===== config.mk =====
export PLATFORM = sky130hd
export DESIGN_NAME = scancode_to_ascii_key_fifo_top
export DESIGN_NICKNAME = d
export VERILOG_FILES = /design/src/rtl/core/scak_pkg.sv /design/src/rtl/core/scancode_to_ascii_key_fifo_top.sv /design/src/rtl/core/scak_key_map.sv /design/src/rtl/core/scak_char_ram.sv
export VERILOG_INCLUDE_DIRS = /design/src /design/src/rtl/core
export SDC_FILE = /design/constraint.sdc
export NUM_CORES = 2
export LEC_CHECK = 0
export CAP_MARGIN = 20
export CORE_ASPECT_RATIO = 0.75
export CORE_MARGIN = 1.5
export CORE_UTILIZATION = 49
export DETAILED_ROUTE_END_ITERATION = 7
export DONT_BUFFER_PORTS = 1
export MAX_ROUTING_LAYER = met4
export SYNTH_ARGS = -nofsm -noshare
export SYNTH_HDL_FRONTEND = slang
export SYNTH_SLANG_ARGS = --single-unit

===== constraint.sdc =====
create_clock -name clk -period 20.1 [get_ports clk]
set_input_delay 2.01 -clock clk [delete_from_list [all_inputs] [get_ports clk]]
set_output_delay 2.01 -clock clk [all_outputs]
set_load 0.02 [all_outputs]

===== src/rtl/core/assert_macros.svh =====
// Assertion macros used by the top-level RTL file.
`ifndef ASSERT_MACROS_SVH
`define ASSERT_MACROS_SVH

// The consequent must hold in the same cycle as the antecedent.
`define SCAK_ASSERT_SAME(label, clk, rst_n, ante, cons) \
	label: assert property (@(posedge clk) disable iff (!rst_n) (ante) |-> (cons)) \
		else $error("scak assertion failed");

// The consequent must hold in the cycle after the antecedent.
`define SCAK_ASSERT_NEXT(label, clk, rst_n, ante, cons) \
	label: assert property (@(posedge clk) disable iff (!rst_n) (ante) |=> (cons)) \
		else $error("scak assertion failed");

`endif


===== src/rtl/core/scak_pkg.sv =====
package scak_pkg;

	localparam logic CMD_KEY  = 1'b0;
	localparam logic CMD_READ = 1'b1;

	localparam logic [7:0] SC_LSHIFT = 8'd42;
	localparam logic [7:0] SC_RSHIFT = 8'd54;
	localparam logic [7:0] SC_CAPS   = 8'd58;
	localparam logic [7:0] NO_KEY    = 8'hFF;
	localparam logic [6:0] ROM_LAST  = 7'd89;

	typedef struct packed {
		logic       command;
		logic [7:0] key_code;
	} req_t;

	typedef struct packed {
		logic [7:0] char_out;
		logic       was_empty;
	} rsp_t;

	typedef struct packed {
		logic       push;
		logic [7:0] ch;
	} push_t;

	// Two-plane key ROM; plane 1 is the shifted plane.
	function automatic logic [7:0] rom_char(input logic plane, input logic [6:0] idx);
		logic [7:0] ch;
		case (idx)
			7'd2:  ch = plane ? 8'h21 : 8'h31;
			7'd3:  ch = plane ? 8'h40 : 8'h32;
			7'd4:  ch = plane ? 8'h23 : 8'h33;
			7'd5:  ch = plane ? 8'h24 : 8'h34;
			7'd6:  ch = plane ? 8'h25 : 8'h35;
			7'd7:  ch = plane ? 8'h3F : 8'h36;
			7'd8:  ch = plane ? 8'h26 : 8'h37;
			7'd9:  ch = plane ? 8'h2A : 8'h38;
			7'd10: ch = plane ? 8'h28 : 8'h39;
			7'd11: ch = plane ? 8'h29 : 8'h30;
			7'd12: ch = plane ? 8'h5F : 8'h2D;
			7'd13: ch = plane ? 8'h2B : 8'h3D;
			7'd16: ch = plane ? 8'h51 : 8'h71;
			7'd17: ch = plane ? 8'h57 : 8'h77;
			7'd18: ch = plane ? 8'h45 : 8'h65;
			7'd19: ch = plane ? 8'h52 : 8'h72;
			7'd20: ch = plane ? 8'h54 : 8'h74;
			7'd21: ch = plane ? 8'h59 : 8'h79;
			7'd22: ch = plane ? 8'h55 : 8'h75;
			7'd23: ch = plane ? 8'h49 : 8'h69;
			7'd24: ch = plane ? 8'h4F : 8'h6F;
			7'd25: ch = plane ? 8'h50 : 8'h70;
			7'd27: ch = plane ? 8'h7B : 8'h5B;
			7'd28: ch = 8'h0A;
			7'd30: ch = plane ? 8'h41 : 8'h61;
			7'd31: ch = plane ? 8'h53 : 8'h73;
			7'd32: ch = plane ? 8'h44 : 8'h64;
			7'd33: ch = plane ? 8'h46 : 8'h66;
			7'd34: ch = plane ? 8'h47 : 8'h67;
			7'd35: ch = plane ? 8'h48 : 8'h68;
			7'd36: ch = plane ? 8'h4A : 8'h6A;
			7'd37: ch = plane ? 8'h4B : 8'h6B;
			7'd38: ch = plane ? 8'h4C : 8'h6C;
			7'd40: ch = plane ? 8'h5E : 8'h7E;
			7'd41: ch = plane ? 8'h22 : 8'h27;
			7'd43: ch = plane ? 8'h7D : 8'h5D;
			7'd44: ch = plane ? 8'h5A : 8'h7A;
			7'd45: ch = plane ? 8'h58 : 8'h78;
			7'd46: ch = plane ? 8'h43 : 8'h63;
			7'd47: ch = plane ? 8'h56 : 8'h76;
			7'd48: ch = plane ? 8'h42 : 8'h62;
			7'd49: ch = plane ? 8'h4E : 8'h6E;
			7'd50: ch = plane ? 8'h4D : 8'h6D;
			7'd51: ch = plane ? 8'h3C : 8'h2C;
			7'd52: ch = plane ? 8'h3E : 8'h2E;
			7'd53: ch = plane ? 8'h3A : 8'h3B;
			7'd57: ch = 8'h20;
			7'd74: ch = 8'h2D;
			7'd78: ch = 8'h2B;
			7'd86: ch = plane ? 8'h7C : 8'h5C;
			default: ch = (idx == 7'd0 || idx > ROM_LAST) ? 8'h00 : NO_KEY;
		endcase
		return ch;
	endfunction

endpackage


===== src/rtl/core/scancode_to_ascii_key_fifo_top.sv =====
// Channel   Handshake             Payload
// request   start high, busy low  request.command, request.key_code
// result    done high one cycle   result.char_out, result.was_empty
//
// For a key event, ROM lookup and the character RAM write happen at acceptance.
// A read result comes from the registered read port of the character RAM.
// Busy is high in the cycle after a read is accepted, when done shows the result.
// Reset clears the pointers and the shift and caps flags; the RAM holds no reset value.
// The receiver cannot stall; each result is shown for exactly one cycle.
`include "assert_macros.svh"

module scancode_to_ascii_key_fifo_top #(
	parameter int BUFFER_DEPTH = 256
) (
	input  logic                clk,
	input  logic                arst_n,
	input  logic                start,
	output logic                busy,
	input  scak_pkg::req_t      request,
	output logic                done,
	output scak_pkg::rsp_t      result
);

	localparam int PTR_W = $clog2(BUFFER_DEPTH);
	localparam logic [PTR_W-1:0] PTR_LAST = PTR_W'(BUFFER_DEPTH - 1);

	logic [PTR_W-1:0] push_ptr_q;
	logic [PTR_W-1:0] pop_ptr_q;
	logic [PTR_W-1:0] push_next;
	logic [PTR_W-1:0] pop_next;
	logic             accept;
	logic             key_valid;
	logic             read_valid;
	logic             empty;
	logic             pend_s1;
	logic             empty_s1;
	logic [7:0]       rdata;
	scak_pkg::push_t  push;

	assign accept     = start && !busy;
	assign key_valid  = accept && (request.command == scak_pkg::CMD_KEY);
	assign read_valid = accept && (request.command == scak_pkg::CMD_READ);
	assign empty      = (push_ptr_q == pop_ptr_q);
	assign push_next  = (push_ptr_q == PTR_LAST) ? '0 : push_ptr_q + 1'b1;
	assign pop_next   = (pop_ptr_q == PTR_LAST) ? '0 : pop_ptr_q + 1'b1;

	scak_key_map u_key_map (
		.clk       (clk),
		.arst_n    (arst_n),
		.key_valid (key_valid),
		.key_code  (request.key_code),
		.push      (push)
	);

	scak_char_ram #(
		.DEPTH (BUFFER_DEPTH)
	) u_char_ram (
		.clk   (clk),
		.we    (push.push),
		.waddr (push_ptr_q),
		.wdata (push.ch),
		.re    (read_valid && !empty),
		.raddr (pop_ptr_q),
		.rdata (rdata)
	);

	always_ff @(posedge clk or negedge arst_n) begin
		if (!arst_n) begin
			push_ptr_q <= '0;
			pop_ptr_q  <= '0;
			pend_s1    <= 1'b0;
		end else begin
			pend_s1 <= read_valid;
			if (push.push) begin
				push_ptr_q <= push_next;
				if (push_next == pop_ptr_q) begin
					pop_ptr_q <= pop_next;
				end
			end else if (read_valid && !empty) begin
				pop_ptr_q <= pop_next;
			end
		end
	end

	always_ff @(posedge clk) begin
		if (read_valid) begin
			empty_s1 <= empty;
		end
	end

	assign busy             = pend_s1;
	assign done             = pend_s1;
	assign result.char_out  = empty_s1 ? 8'h00 : rdata;
	assign result.was_empty = empty_s1;

	`SCAK_ASSERT_NEXT(a_read_done, clk, arst_n, read_valid, done)
	`SCAK_ASSERT_NEXT(a_done_single, clk, arst_n, done, !done)
	`SCAK_ASSERT_SAME(a_empty_zero, clk, arst_n, done && result.was_empty, result.char_out == 8'h00)
	`SCAK_ASSERT_NEXT(a_push_nonempty, clk, arst_n, push.push, push_ptr_q != pop_ptr_q)
	`SCAK_ASSERT_SAME(a_no_push_on_read, clk, arst_n, read_valid, !push.push)

endmodule


===== src/rtl/core/scak_key_map.sv =====
module scak_key_map (
	input  logic                clk,
	input  logic                arst_n,
	input  logic                key_valid,
	input  logic [7:0]          key_code,
	output scak_pkg::push_t     push
);

	logic shift_armed_q;
	logic caps_lock_q;
	logic is_shift;
	logic is_caps;
	logic is_char;

	assign is_shift = (key_code == scak_pkg::SC_LSHIFT) || (key_code == scak_pkg::SC_RSHIFT);
	assign is_caps  = (key_code == scak_pkg::SC_CAPS);
	assign is_char  = key_valid && !key_code[7] && !is_shift && !is_caps;

	assign push.push = is_char;
	assign push.ch   = scak_pkg::rom_char(shift_armed_q ^ caps_lock_q, key_code[6:0]);

	always_ff @(posedge clk or negedge arst_n) begin
		if (!arst_n) begin
			shift_armed_q <= 1'b0;
			caps_lock_q   <= 1'b0;
		end else if (key_valid && !key_code[7]) begin
			if (is_shift) begin
				shift_armed_q <= 1'b1;
			end else if (is_caps) begin
				caps_lock_q <= ~caps_lock_q;
			end else begin
				shift_armed_q <= 1'b0;
			end
		end
	end

endmodule


===== src/rtl/core/scak_char_ram.sv =====
module scak_char_ram #(
	parameter  int DEPTH  = 256,
	localparam int ADDR_W = $clog2(DEPTH)
) (
	input  logic              clk,
	input  logic              we,
	input  logic [ADDR_W-1:0] waddr,
	input  logic [7:0]        wdata,
	input  logic              re,
	input  logic [ADDR_W-1:0] raddr,
	output logic [7:0]        rdata
);

	logic [7:0] mem [DEPTH];

	always_ff @(posedge clk) begin
		if (we) begin
			mem[waddr] <= wdata;
		end
	end

	always_ff @(posedge clk) begin
		if (re) begin
			rdata <= mem[raddr];
		end
	end

endmodule


==> impl_metrics.ini <==
[routing]
vias = 43515
dr.pass1.iters = 7
dr.first_iter.drc_count = 5777
finalWirelength_mm = 219
ant_nets = 0
drcViolationCount = 0
wl_per_cell_um = 32.2
drt-vias-per-instance = 6.40

[worst_setup_path]
critPathTopFamily = buffers and inverters
reg2reg_depth = 9
critPathMaxFanout = 103
cp_data_arrival_time_ns = 6.83
cp-endpoint = u_char_ram.mem[245][1]
path_class = in2reg
crit_slowest_cell = buf_4
crit_chain = and2_1 > nor4b_1 > o21ai_0 > nand2_1 > a221o_1 > or4_1 > o2111ai_4 > buf_4 > buf_4 > buf_4
required_ns = 20.56
worstSetupStartpointType = input port
max_stage_delay_ns = 0.93
cp.depth = 10
crit_start = request[6]
regToRegEndpoint = u_char_ram.rdata[4]
worstPathBufferInverterCount = 3
crit_top_cell = buf_4
end_kind = register
r2r_slack_ns = 14.72
timing.rr.start = pop_ptr_q[0]

[global_route]
grt_pass1_vias = 41433
grt_pass1_wl_mm = 312
grt_usage_pct = 26.1
antenna_found_initial = 13
grt_start_max_net_pins = 205
grt-ovfl-total = 0

[layout]
final_cells = 6799
drive_above_1_share_pct = 17.2
utilization_pct = 54.6
stdcell_area_sq_um = 91600
nFillCells = 12808
nNetsFinal = 4406
synthToLayoutAreaGrowth_pct = 10.5
multi_input_area_sq_um = 19100
regArea_sq_um = 62300

[clock_network]
cts.htree.levels = 4
cts_setup_buffers = 0
cts_buffer_depth = 3
cts_buffers = 194
cts_root_buffer = clkbuf_16
cts_resized = 0
cts_num_sinks = 2076
clk_pin_slew_worst_paths_ns = 0.06
cts_tree = done
cts_hold_buf = 0
clock_latency_ns = 0.85

[die]
die_w_um = 478
io_pins = 23
chipHeight_um = 359
dieArea_sq_um = 172000
initial_core_util_pct = 49.4
num_rows = 130
coreArea_sq_um = 168000

[sta]
clock_skew_ns = 0.0464
whs_ns = 0.542
rsz0062_at_grt = false
final.period_utilization_pct = 31.7
fin_crit_ns = 6.37
slew_headroom_pct = 12.5
setup-tns-final_ns = 0
worst_slack_ns = 13.73
setup_viol = 0
tightest_slew_ns = 1.30
drv_slew = 0
final_hold_viol_count = 0
timing.fmax_mhz = 157

[synthesis]
synthAdderAreaFrac_pct = 0.0755
synth_edf_count = 2057
synth_commonest_cells = edfxtp_1, mux4_2, mux2i_1
synthesis.area_sq_um = 82900
ys_top_cells_by_area = edfxtp_1, mux4_2, mux2i_1
synth_cell_types = 71
synth_ff_type = edfxtp_1
syn-num-nets = 4398
post_synth.cell_area_avg_sq_um = 18.9
synthXorXnorAreaFrac_pct = 0.254
netlist_instances = 4381
synth_top_cell_by_area = edfxtp_1
yosys.cell_count.top_type = edfxtp_1
synth_mux_area_share_pct = 14.3
yosysWarnings = 0
ys_seq_elements = 2076
synth_simple_gate_area_share_pct = 3.94
synth-compound-area-share_pct = 4.35
synth-async-reset-ratio_pct = 0.915
yosys.area.top_type_share_pct = 74.5
synth_top_family_by_area = multiplexers
yosysSeqAreaShare_pct = 75.1

[status]
status = completed

[pwr]
leakage_nw = 28.7
irDropWorstVdd_v = 0.000110
powerDensity_nw_per_um2 = 135
finalPower_mw = 12.4

[placement]
place_congestion = 0.923
dp_slack_ns = 12.94
place_area_sq_um = 85100
port_buffers = 0
dp_cells = 6429
dp.final_hpwl_mm = 128

[hold_path]
hold_class = reg2reg

[flow_run]
maxCapViolations = 0
## area by class of cell
class | instances | area share [%]
Clock buffer | 240 | 5.65
Tap cell | 2244 | 3.07
Sequential cell | 2076 | 68.0
Timing Repair Buffer | 100 | 1.03
Inverter | 15 | 0.0806
Multi-Input combinational cell | 2002 | 20.9
Antenna cell | 4 | 0.0109
Clock inverter | 118 | 1.26
## sequential cells by signal, summed over array words and instances, names as in the netlist
signal,flops
u_char_ram.mem,2048
pop_ptr_q,8
push_ptr_q,8
u_char_ram.rdata,8
busy,1
empty_s1,1
u_key_map.caps_lock_q,1
u_key_map.shift_armed_q,1
## logic make-up (layout without fill, tap and decap cells)
group,Yosys count,in the layout
AOI/OAI and AO/OA,526,526
xor gates and xnor gates,24,24
adders and majority gates,5,5
buffers and inverters,303,473
DFF,2076,2076
muxes,724,724
other,0,4
and+or+nand+nor,723,723
## per-layer routing
metal  track usage, %  vias to the layer above  routed length, um
met2             35.5                     2153              95400
met1             40.8                    23075              98000
met3             5.10                      283              21400
li1                 -                    18004                  -
met4             5.50                        0               4350
met5                -                        -                  0
## where the power goes
group | internal [mW] | switching, mW | leakage, nW
Sequential | 4.96 | 0.0945 | 18.7
Combinational | 1.28 | 2.34 | 6.88
Clock | 2.08 | 1.61 | 3.09
Total | 8.32 | 4.05 | 28.7
## how the worst min path moves through the flow
stage | from | end | slack (ns) | cells past startpoint
after global placement | u_key_map.caps_lock_q | u_key_map.caps_lock_q | 0.52 | 1
after CTS | u_key_map.caps_lock_q | u_key_map.caps_lock_q | 0.55 | 1
final | u_key_map.caps_lock_q | u_key_map.caps_lock_q | 0.54 | 1
after detailed placement | u_key_map.caps_lock_q | u_key_map.caps_lock_q | 0.54 | 1
after floorplan | u_key_map.caps_lock_q | u_key_map.caps_lock_q | 0.50 | 1
after global routing | u_key_map.caps_lock_q | u_key_map.caps_lock_q | 0.58 | 1
## placed cells by master (no fill, tap or decap), types with 11 or more instances in the layout
cell and count:
clkinv_2 34, buf_4 77, o22ai_1 89, o221ai_1 121
mux2i_1 348, mux4_2 369, nor2_1 345, buf_12 11
a21oi_1 112, bufinv_16 20, a211o_1 11, nor3_1 84
nand2_1 99, o21ai_0 74, nor2b_1 25, a211oi_1 20
a2111oi_0 11, nand2b_1 19, dfrtp_1 15, clkbuf_1 39
a31oi_1 11, clkbuf_16 201, edfxtp_1 2057, xnor2_1 15
clkinv_1 49, or3_1 14, inv_1 11, nand3_1 51
(Power assumes the default switching activity.)
